**config.mk**
```make
export PLATFORM = sky130hd
export DESIGN_NAME = priority_ranked_register_log_encoder
export DESIGN_NICKNAME = d
export VERILOG_FILES = /design/src/rtl/prle_pkg.sv /design/src/rtl/prle_cell.sv /design/src/rtl/priority_ranked_register_log_encoder.sv
export VERILOG_INCLUDE_DIRS = /design/src /design/src/rtl
export SDC_FILE = /design/constraint.sdc
export NUM_CORES = 1
export LEC_CHECK = 0
export BUFFER_PORTS_ARGS = -buffer_cell sky130_fd_sc_hd__buf_4
export CAP_MARGIN = 25
export CORE_MARGIN = 2
export CORE_UTILIZATION = 60
export DETAILED_ROUTE_END_ITERATION = 6
export PLACE_DENSITY = 0.77
export SLEW_MARGIN = 20
export SYNTH_ARGS = -nofsm -noshare
export SYNTH_HDL_FRONTEND = slang
export SYNTH_HIERARCHICAL = 1
export SYNTH_SLANG_ARGS = --single-unit
```
**constraint.sdc**
```tcl
create_clock -name i_clk -period 9.7 [get_ports i_clk]
set_input_delay 2.91 -clock i_clk [delete_from_list [all_inputs] [get_ports i_clk]]
set_output_delay 2.91 -clock i_clk [all_outputs]
set_load 0.05 [all_outputs]
```
**src/rtl/priority_ranked_register_log_encoder_defines.svh**
```systemverilog
// ----------------------------------------------------------------------------
// priority ranked register log encoder: assertion macros
// shared property wrappers, empty when SYNTH is defined
// ----------------------------------------------------------------------------
`ifndef PRIORITY_RANKED_REGISTER_LOG_ENCODER_DEFINES_SVH
`define PRIORITY_RANKED_REGISTER_LOG_ENCODER_DEFINES_SVH

`ifndef SYNTH
// same-cycle implication
`define PRLE_ASSERT_IMP(label, clk, rst_n, ante, cons, msg) \
    label: assert property (@(posedge clk) disable iff (!rst_n) (ante) |-> (cons)) \
        else $error(msg);
// next-cycle implication
`define PRLE_ASSERT_NXT(label, clk, rst_n, ante, cons, msg) \
    label: assert property (@(posedge clk) disable iff (!rst_n) (ante) |=> (cons)) \
        else $error(msg);
`else
`define PRLE_ASSERT_IMP(label, clk, rst_n, ante, cons, msg)
`define PRLE_ASSERT_NXT(label, clk, rst_n, ante, cons, msg)
`endif

`endif

```
**src/rtl/prle_pkg.sv**
```systemverilog
// ----------------------------------------------------------------------------
// prle_pkg
// types and constants of the priority ranked register log encoder
// ----------------------------------------------------------------------------
`timescale 1ns / 1ps
`default_nettype none

package prle_pkg;

    localparam int ACC_W = 34;

    localparam logic [7:0] SYNC_CODE  = 8'hff;
    localparam logic [8:0] BANK_LIMIT = 9'h0ff;

    localparam logic KIND_LOG = 1'b0;
    localparam logic KIND_ACK = 1'b1;

    localparam logic STATUS_OK   = 1'b0;
    localparam logic STATUS_FULL = 1'b1;

    // configuration register indexes
    localparam logic CFG_HOST_STEP = 1'b0;
    localparam logic CFG_SYNC_STEP = 1'b1;

    typedef enum logic [1:0] {
        ACT_ADD   = 2'd0,
        ACT_WRITE = 2'd1,
        ACT_TICK  = 2'd2,
        ACT_NONE  = 2'd3
    } t_action;

    typedef enum logic [2:0] {
        S_IDLE,
        S_ADDR,
        S_DATA,
        S_SCAN,
        S_COMMIT,
        S_SYNC
    } t_state;

    typedef struct packed {
        logic [1:0]        action;
        logic [3:0]        dev_id;
        logic [8:0]        reg_address;
        logic [7:0]        reg_data;
        logic signed [7:0] priority_req;
    } t_in;

    typedef struct packed {
        logic [7:0] out_byte;
        logic       kind;
        logic [4:0] assigned_id;
        logic       status;
        logic       last;
    } t_out;

endpackage

`default_nettype wire

```
**src/rtl/prle_cell.sv**
```systemverilog
// ----------------------------------------------------------------------------
// prle_cell
// one device slot: priority, rank and one stage of the rank count chain
// ----------------------------------------------------------------------------
`timescale 1ns / 1ps
`default_nettype none

module prle_cell
    import prle_pkg::*;
#(
    parameter int IDX = 0,
    parameter int RW  = 4,
    parameter int CW  = 5
) (
    input  wire               i_clk,
    input  wire signed [7:0]  i_prio_req,
    input  wire [CW-1:0]      i_count,
    input  wire [RW-1:0]      i_cnt,
    output logic [RW-1:0]     o_cnt,
    output logic [RW-1:0]     o_rank,
    input  wire               i_commit,
    input  wire [RW-1:0]      i_new_rank
);

    logic signed [7:0] r_prio;
    logic [RW-1:0]     r_rank;
    logic [RW-1:0]     r_cnt;
    logic              w_occupied;
    logic              w_ge;

    assign w_occupied = (i_count > CW'(IDX));
    assign w_ge       = w_occupied && (r_prio >= i_prio_req);

    // running count of this and earlier slots at or above the requested priority
    always_ff @(posedge i_clk) begin
        r_cnt <= i_cnt + RW'(w_ge);
    end

    always_ff @(posedge i_clk) begin
        if (i_commit) begin
            if (i_count == CW'(IDX)) begin
                r_prio <= i_prio_req;
                r_rank <= i_new_rank;
            end else if (w_occupied && (r_rank >= i_new_rank)) begin
                r_rank <= r_rank + RW'(1);
            end
        end
    end

    assign o_cnt  = r_cnt;
    assign o_rank = r_rank;

endmodule

`default_nettype wire

```
**src/rtl/priority_ranked_register_log_encoder.sv**
```systemverilog
// ----------------------------------------------------------------------------
// priority_ranked_register_log_encoder
// turns device adds, register writes and host ticks into log byte and ack requests
// ----------------------------------------------------------------------------
// usage:
//   input requests (i_in_valid / o_in_stall / i_in) carry one action each;
//   result requests leave on o_out_valid / i_out_stall / o_out, none, one or
//   several per input, the final one flagged by last
//   a register write to a known id gives command, address and data bytes
//   one after another
//   an add walks the rank count through the chain of device cells, one cell a
//   cycle, and acks when the new rank is committed; a full table acks at once
//   with status set
//   a tick first accumulates, then gives sync bytes, up to MAX_SYNCS of them;
//   unknown writes and unused actions give nothing
//   one item is worked on at a time; the next is taken once the block is
//   idle and the output register is empty or being taken
//   host_step and sync_step are written through i_cfg_we; the user writes
//   them only while idle, and nothing in the block enforces this
//   reset clears the device count, accumulator, steps and output valid
//   a stall on the result side holds the output register and blocks input
// ----------------------------------------------------------------------------
`timescale 1ns / 1ps
`default_nettype none

`include "priority_ranked_register_log_encoder_defines.svh"

module priority_ranked_register_log_encoder
    import prle_pkg::*;
#(
    parameter int MAX_DEVICES = 16,
    parameter int MAX_SYNCS   = 8
) (
    input  wire         i_clk,
    input  wire         i_rst_n,
    // configuration
    input  wire         i_cfg_we,
    input  wire         i_cfg_index,
    input  wire [31:0]  i_cfg_data,
    // input requests
    input  wire         i_in_valid,
    output logic        o_in_stall,
    input  t_in         i_in,
    // result requests
    output logic        o_out_valid,
    input  wire         i_out_stall,
    output t_out        o_out
);

    localparam int RW = (MAX_DEVICES > 1) ? $clog2(MAX_DEVICES) : 1;
    localparam int CW = $clog2(MAX_DEVICES + 1);
    localparam int KW = $clog2(MAX_SYNCS + 1);

    // state and registers
    t_state              r_state, n_state;
    logic [31:0]         r_host_step;
    logic [31:0]         r_sync_step;
    logic [CW-1:0]       r_count, n_count;
    logic [ACC_W-1:0]    r_acc, n_acc;
    logic signed [7:0]   r_prio, n_prio;
    logic [RW-1:0]       r_scan, n_scan;
    logic [KW-1:0]       r_k, n_k;
    logic [7:0]          r_addr, n_addr;
    logic [7:0]          r_data, n_data;
    logic                r_out_valid, n_out_valid;
    t_out                r_out, n_out;

    // datapath helpers
    logic                w_can_load;
    logic                w_accept;
    logic                w_load;
    logic                w_commit;
    logic [RW-1:0]       w_chain [MAX_DEVICES+1];
    logic [RW-1:0]       w_rank  [MAX_DEVICES];
    logic [MAX_DEVICES-1:0] w_hit;
    logic [RW-1:0]       w_sel_rank;
    logic                w_known;
    logic [7:0]          w_cmd;
    logic [ACC_W:0]      w_acc_sum;
    logic                w_sync_go;
    logic                w_sync_more;

    // output register frees when empty or being taken
    assign w_can_load = !r_out_valid || !i_out_stall;
    assign o_in_stall = (r_state != S_IDLE) || !w_can_load;
    assign w_accept   = i_in_valid && !o_in_stall;
    assign w_commit   = (r_state == S_COMMIT) && w_can_load;

    // chain of device cells, the rank count ripples one cell per cycle
    assign w_chain[0] = '0;
    for (genvar g = 0; g < MAX_DEVICES; g++) begin : g_cell
        prle_cell #(
            .IDX (g),
            .RW  (RW),
            .CW  (CW)
        ) u_cell (
            .i_clk      (i_clk),
            .i_prio_req (r_prio),
            .i_count    (r_count),
            .i_cnt      (w_chain[g]),
            .o_cnt      (w_chain[g+1]),
            .o_rank     (w_rank[g]),
            .i_commit   (w_commit),
            .i_new_rank (w_chain[MAX_DEVICES])
        );
        assign w_hit[g] = (int'(i_in.dev_id) == g) && (r_count > CW'(g));
    end

    // rank of the written device
    always_comb begin
        w_sel_rank = '0;
        for (int i = 0; i < MAX_DEVICES; i++) begin
            if (w_hit[i]) begin
                w_sel_rank = w_sel_rank | w_rank[i];
            end
        end
    end

    assign w_known = |w_hit;
    // back bank sets the low command bit
    assign w_cmd   = {7'(w_sel_rank), (i_in.reg_address > BANK_LIMIT)};

    // saturating accumulate
    assign w_acc_sum = {1'b0, r_acc} + (ACC_W + 1)'(r_host_step);

    // sync while the accumulator exceeds one period; peek at a second period
    // so the byte can carry its last flag
    assign w_sync_go   = (r_sync_step != 32'd0) && (r_acc > ACC_W'(r_sync_step));
    assign w_sync_more = (r_acc > {1'b0, r_sync_step, 1'b0});

    always_comb begin
        n_state     = r_state;
        n_count     = r_count;
        n_acc       = r_acc;
        n_prio      = r_prio;
        n_scan      = r_scan;
        n_k         = r_k;
        n_addr      = r_addr;
        n_data      = r_data;
        n_out       = r_out;
        w_load      = 1'b0;

        case (r_state)
            S_IDLE: begin
                if (w_accept) begin
                    case (i_in.action)
                        ACT_ADD: begin
                            if (r_count == CW'(MAX_DEVICES)) begin
                                w_load            = 1'b1;
                                n_out.out_byte    = '0;
                                n_out.kind        = KIND_ACK;
                                n_out.assigned_id = '0;
                                n_out.status      = STATUS_FULL;
                                n_out.last        = 1'b1;
                            end else begin
                                n_prio  = i_in.priority_req;
                                n_scan  = '0;
                                n_state = S_SCAN;
                            end
                        end
                        ACT_WRITE: begin
                            if (w_known) begin
                                w_load            = 1'b1;
                                n_out.out_byte    = w_cmd;
                                n_out.kind        = KIND_LOG;
                                n_out.assigned_id = '0;
                                n_out.status      = STATUS_OK;
                                n_out.last        = 1'b0;
                                n_addr            = i_in.reg_address[7:0];
                                n_data            = i_in.reg_data;
                                n_state           = S_ADDR;
                            end
                        end
                        ACT_TICK: begin
                            n_acc   = w_acc_sum[ACC_W] ? '1 : w_acc_sum[ACC_W-1:0];
                            n_k     = '0;
                            n_state = S_SYNC;
                        end
                        default: begin
                        end
                    endcase
                end
            end
            S_ADDR: begin
                if (w_can_load) begin
                    w_load         = 1'b1;
                    n_out.out_byte = r_addr;
                    n_out.last     = 1'b0;
                    n_state        = S_DATA;
                end
            end
            S_DATA: begin
                if (w_can_load) begin
                    w_load         = 1'b1;
                    n_out.out_byte = r_data;
                    n_out.last     = 1'b1;
                    n_state        = S_IDLE;
                end
            end
            S_SCAN: begin
                // wait until the count has reached the end of the chain
                if (r_scan == RW'(MAX_DEVICES - 1)) begin
                    n_state = S_COMMIT;
                end else begin
                    n_scan = r_scan + RW'(1);
                end
            end
            S_COMMIT: begin
                if (w_can_load) begin
                    w_load            = 1'b1;
                    n_out.out_byte    = '0;
                    n_out.kind        = KIND_ACK;
                    n_out.assigned_id = 5'(r_count);
                    n_out.status      = STATUS_OK;
                    n_out.last        = 1'b1;
                    n_count           = r_count + CW'(1);
                    n_state           = S_IDLE;
                end
            end
            S_SYNC: begin
                if (w_can_load) begin
                    if (w_sync_go) begin
                        w_load            = 1'b1;
                        n_acc             = r_acc - ACC_W'(r_sync_step);
                        n_out.out_byte    = SYNC_CODE;
                        n_out.kind        = KIND_LOG;
                        n_out.assigned_id = '0;
                        n_out.status      = STATUS_OK;
                        n_out.last        = (r_k == KW'(MAX_SYNCS - 1)) || !w_sync_more;
                        n_k               = r_k + KW'(1);
                        if (n_out.last) begin
                            n_state = S_IDLE;
                        end
                    end else begin
                        n_state = S_IDLE;
                    end
                end
            end
            default: begin
                n_state = S_IDLE;
            end
        endcase

        if (w_load) begin
            n_out_valid = 1'b1;
        end else if (!i_out_stall) begin
            n_out_valid = 1'b0;
        end else begin
            n_out_valid = r_out_valid;
        end
    end

    // control registers
    always_ff @(posedge i_clk) begin
        if (!i_rst_n) begin
            r_state     <= S_IDLE;
            r_count     <= '0;
            r_acc       <= '0;
            r_out_valid <= 1'b0;
            r_scan      <= '0;
            r_k         <= '0;
        end else begin
            r_state     <= n_state;
            r_count     <= n_count;
            r_acc       <= n_acc;
            r_out_valid <= n_out_valid;
            r_scan      <= n_scan;
            r_k         <= n_k;
        end
    end

    // configuration registers
    always_ff @(posedge i_clk) begin
        if (!i_rst_n) begin
            r_host_step <= '0;
            r_sync_step <= '0;
        end else if (i_cfg_we) begin
            case (i_cfg_index)
                CFG_HOST_STEP: r_host_step <= i_cfg_data;
                CFG_SYNC_STEP: r_sync_step <= i_cfg_data;
                default: begin
                end
            endcase
        end
    end

    // payload registers
    always_ff @(posedge i_clk) begin
        r_prio <= n_prio;
        r_addr <= n_addr;
        r_data <= n_data;
        r_out  <= n_out;
    end

    assign o_out_valid = r_out_valid;
    assign o_out       = r_out;

    // an add commit grows the table by exactly one
    `PRLE_ASSERT_NXT(a_commit_count, i_clk, i_rst_n, w_commit, r_count == $past(r_count) + CW'(1), "device count did not step on commit")
    // a request flagged last hands control back to idle
    `PRLE_ASSERT_NXT(a_last_idle, i_clk, i_rst_n, w_load && n_out.last, r_state == S_IDLE, "last request did not return to idle")
    // the sync cap always closes the burst
    `PRLE_ASSERT_IMP(a_sync_cap, i_clk, i_rst_n, w_load && (r_state == S_SYNC) && (r_k == KW'(MAX_SYNCS - 1)), n_out.last, "sync burst ran past its cap")
    // syncing only ever drains the accumulator
    `PRLE_ASSERT_NXT(a_sync_drain, i_clk, i_rst_n, r_state == S_SYNC, r_acc <= $past(r_acc), "accumulator grew while syncing")
    // the table never holds more devices than slots
    `PRLE_ASSERT_IMP(a_count_range, i_clk, i_rst_n, r_state == S_COMMIT, r_count < CW'(MAX_DEVICES), "add commit with a full table")

endmodule

`default_nettype wire

```
==> flow_metrics.py <==
metrics = {
    "yosys": {
        "ys.flop_type": "edfxtp_1",
        "synth-async-reset-ratio": 0,
        "synth_area_um2": 25900,
        "avgSynthCellArea_um2": 9.63,
        "syn_inst": 2687,
        "yosys_warnings": 6,
        "yosysUniqueCellTypes": 104,
        "synth-seq-cells": 411,
        "synth_edf_count": 232,
        "yosysSeqAreaShare": 0.408,
    },
    "clock_tree": {
        "postCtsSetupBuffers": 0,
        "insertion_delay_ns": 0.59,
        "cts.sinks": 411,
        "root_buffer": "clkbuf_16",
        "cts_htree_levels": 2,
        "cts_buffers": 45,
        "clk_pin_slew_ns": 0.06,
        "cts_tree": "yes",
        "cts.hold.buffers_added": 0,
        "cts_resized": 0,
        "clockBufferDepth": 3,
    },
    "cells_and_area": {
        "layout.nets": 3191,
        "n_antenna_cell": 0,
        "syn_to_final_growth_pct": 10.7,
        "drive_gt1_frac": 0.0954,
        "final_util": 0.670,
        "num-fill-cells": 3272,
    },
    "min_path": {
        "hp-start": "g_cell[6].u_cell/o_cnt[3]",
        "hp-class": "flip-flop to flip-flop",
        "hold_depth": 1,
        "hold_path_end": "g_cell[7].u_cell/o_cnt[3]",
    },
    "timing": {
        "hold_violations": 0,
        "grt_setup_unrepaired": "false",
        "fin_hold_ws_ns": 0.423,
        "finalWorstSetupSlack_ns": 3.16,
        "drv_slew": 0,
        "layout_min_cycle_time_ns": 6.54,
        "setup_viol": 0,
        "skew_ns": 0.0125,
        "setup_tns_ns": 0,
        "worst_pin_slew_ns": 1.06,
        "maxClockFrequency_mhz": 153,
        "fin_crit_sh": 0.675,
        "slew_headroom": 0.294,
    },
    "worst_setup_path": {
        "max_stage_delay_ns": 0.25,
        "crit_fanout": 10,
        "reg2reg_depth": 10,
        "cp_data_required_time_ns": 6.79,
        "crit_type": "input pin to output port",
        "reg2reg_from": "r_count[0]",
        "worstSetupStartpointType": "input pin",
        "crit_arrival_ns": 3.63,
        "r2r_setup_slack_ns": 5.06,
        "slowest_stage": "nand2_1",
        "r2r_end": "o_out[7]",
        "crit_chain": "buf_4 > nand2_1 > nand2_1 > buf_4",
        "critPathCaptureType": "output port",
        "crit_start": "i_out_stall",
    },
    "power_and_ir_drop": {
        "powerDensity_nw_per_um2": 186,
        "leakagePower_nw": 12.6,
        "ir_drop_mv": 0.152,
    },
    "drt": {
        "drt_first_pass_iters": 6,
        "drc": 0,
        "wirelength_um": 65100,
        "drtAntennaViolNets": 0,
        "vias_per_cell": 6.14,
        "routedWlPerCell_um": 19.4,
        "vias": 20600,
        "first_iter_violations": 1525,
    },
    "floorplan": {
        "initial_core_util": 0.605,
        "row_count": 76,
        "die_h_um": 212,
        "die_w_um": 212,
        "dieArea_um2": 44800,
        "io-pin-count": 87,
        "core-area_um2": 42800,
    },
    "global_route": {
        "gr-total-overflow": 0,
        "grt_pass1_vias": 20600,
        "grt_start_max_net_pins": 93,
        "grt_usage": 0.292,
        "antenna_found_initial": 0,
        "grt_pass1_wl_um": 105000,
    },
    "placement": {
        "dp_slack_ns": 3.17,
        "gp_congestion": 0.912,
        "io_buffers": 86,
        "hpwl_um": 45700,
    },
    "run_status": {
        "status": "completed",
    },
    "job": {
        "drv_cap": 0,
    },
}
-- stage by stage --
stage | power [mW] | instance area [um2] | instances
3_3_place_gp | 3.46 | 27100 | 3271
6_report | 5.32 | 28600 | 3356
5_1_grt | 5.59 | 28600 | 3356
3_5_place_dp | 3.52 | 27100 | 3272
2_1_floorplan | 3.10 | 25900 | 2692
4_1_cts | 5.34 | 28600 | 3356
-- Yosys cell counts (10+ instances only) --
cell	count	area [um2]
ha_1	347	4340
nand2_1	292	1100
inv_1	283	1060
edfxtp_1	232	6970
a21oi_1	216	1080
dfxtp_1	179	3580
nor2_1	129	484
o21ai_0	109	546
nand3_1	72	360
xnor2_1	72	631
a21o_1	64	480
clkbuf_1	56	210
xor2_1	53	464
nand2b_1	38	238
nor3_1	35	175
and3_1	28	175
nand4_1	27	169
o221ai_1	26	228
nor2b_1	25	156
a211oi_1	23	173
a31oi_1	21	131
a22oi_1	20	150
and2_1	17	106
o211ai_1	17	128
o21a_1	17	128
nor4_1	15	93.8
o31ai_1	15	113
buf_2	11	55.1
a211o_1	10	87.6
mux2i_1	10	100
o2111ai_1	10	87.6
or3_1	10	62.6
-- registers in the layout (all words and copies together) (netlist names), 4 cells and up --
name,flops
g_cell.u_cell/o_rank,64
r_data,8
r_count,5
r_k,4
r_addr,8
o_out,16
r_scan,4
r_sync_step,32
g_cell.u_cell/r_prio,128
r_acc,34
r_host_step,32
r_prio,8
g_cell.u_cell/o_cnt,64
-- how the worst max path moves through the flow --
stage | endpoint | slack, ns | cells after the start
global placement | o_in_stall | 3.16 | 4
finish | o_in_stall | 3.16 | 4
floorplan | o_in_stall | 3.33 | 2
CTS | o_in_stall | 3.17 | 4
global route | o_in_stall | 3.10 | 4
detailed placement | o_in_stall | 3.17 | 4
-- where the power goes --
| part | internal, mW | total [mW] | switching (mW) | leakage (nW) |
|---|---|---|---|---|
| clock network | 1.08 | 1.81 | 0.730 | 0.786 |
| logic | 0.491 | 1.33 | 0.840 | 8.21 |
| registers | 2.04 | 2.18 | 0.145 | 3.57 |
-- layout make-up --
cell class,count,area [um2],area share
clock buffers,57,1250,0.0438
clock inverters,27,315,0.0110
inverters,285,1070,0.0373
multi-input cells,1921,14000,0.487
flip-flops and latches,411,10600,0.368
well taps,546,683,0.0238
repair buffers,109,815,0.0284
-- kinds of logic after synthesis --
family	Yosys count	synth area share
DFF	411	0.408
other	1	0.000145
adders and majority gates	349	0.169
muxes	18	0.00779
and+or+nand+nor	749	0.145
buffers and inverters	360	0.0541
AOI/OAI and AO/OA	674	0.173
xor gates and xnor gates	125	0.0423
-- cells in the final DEF, fill, tap and decap left out, types with 21 or more instances in the layout --
cell type,count
dfxtp_1,176
nor2b_1,24
a211oi_1,23
ha_1,347
nor3_1,35
nand4_1,27
clkbuf_16,47
o21ai_0,109
xor2_1,53
xnor2_1,72
a31oi_1,21
o221ai_1,26
inv_1,283
nand2_1,292
nand3_1,72
a21o_1,64
a21oi_1,215
nor2_1,129
and3_1,28
buf_4,108
edfxtp_1,232
nand2b_1,38
-- layer usage --
metal | track usage | vias up | wire length (um)
met1 | 0.371 | 9954 | 27500
met5 | 0 | - | 0
met4 | 0.108 | 0 | 2060
li1 | - | 9912 | -
met2 | 0.506 | 618 | 31900
met3 | 0.0430 | 138 | 3680
-- worst max-delay path: cells and delay by family --
family / cells / cell delay (ns)
AND/OR/NAND/NOR: 2 / 0.36
buffers and inverters: 2 / 0.35
Note: power is estimated with default switching activity, not from simulation.
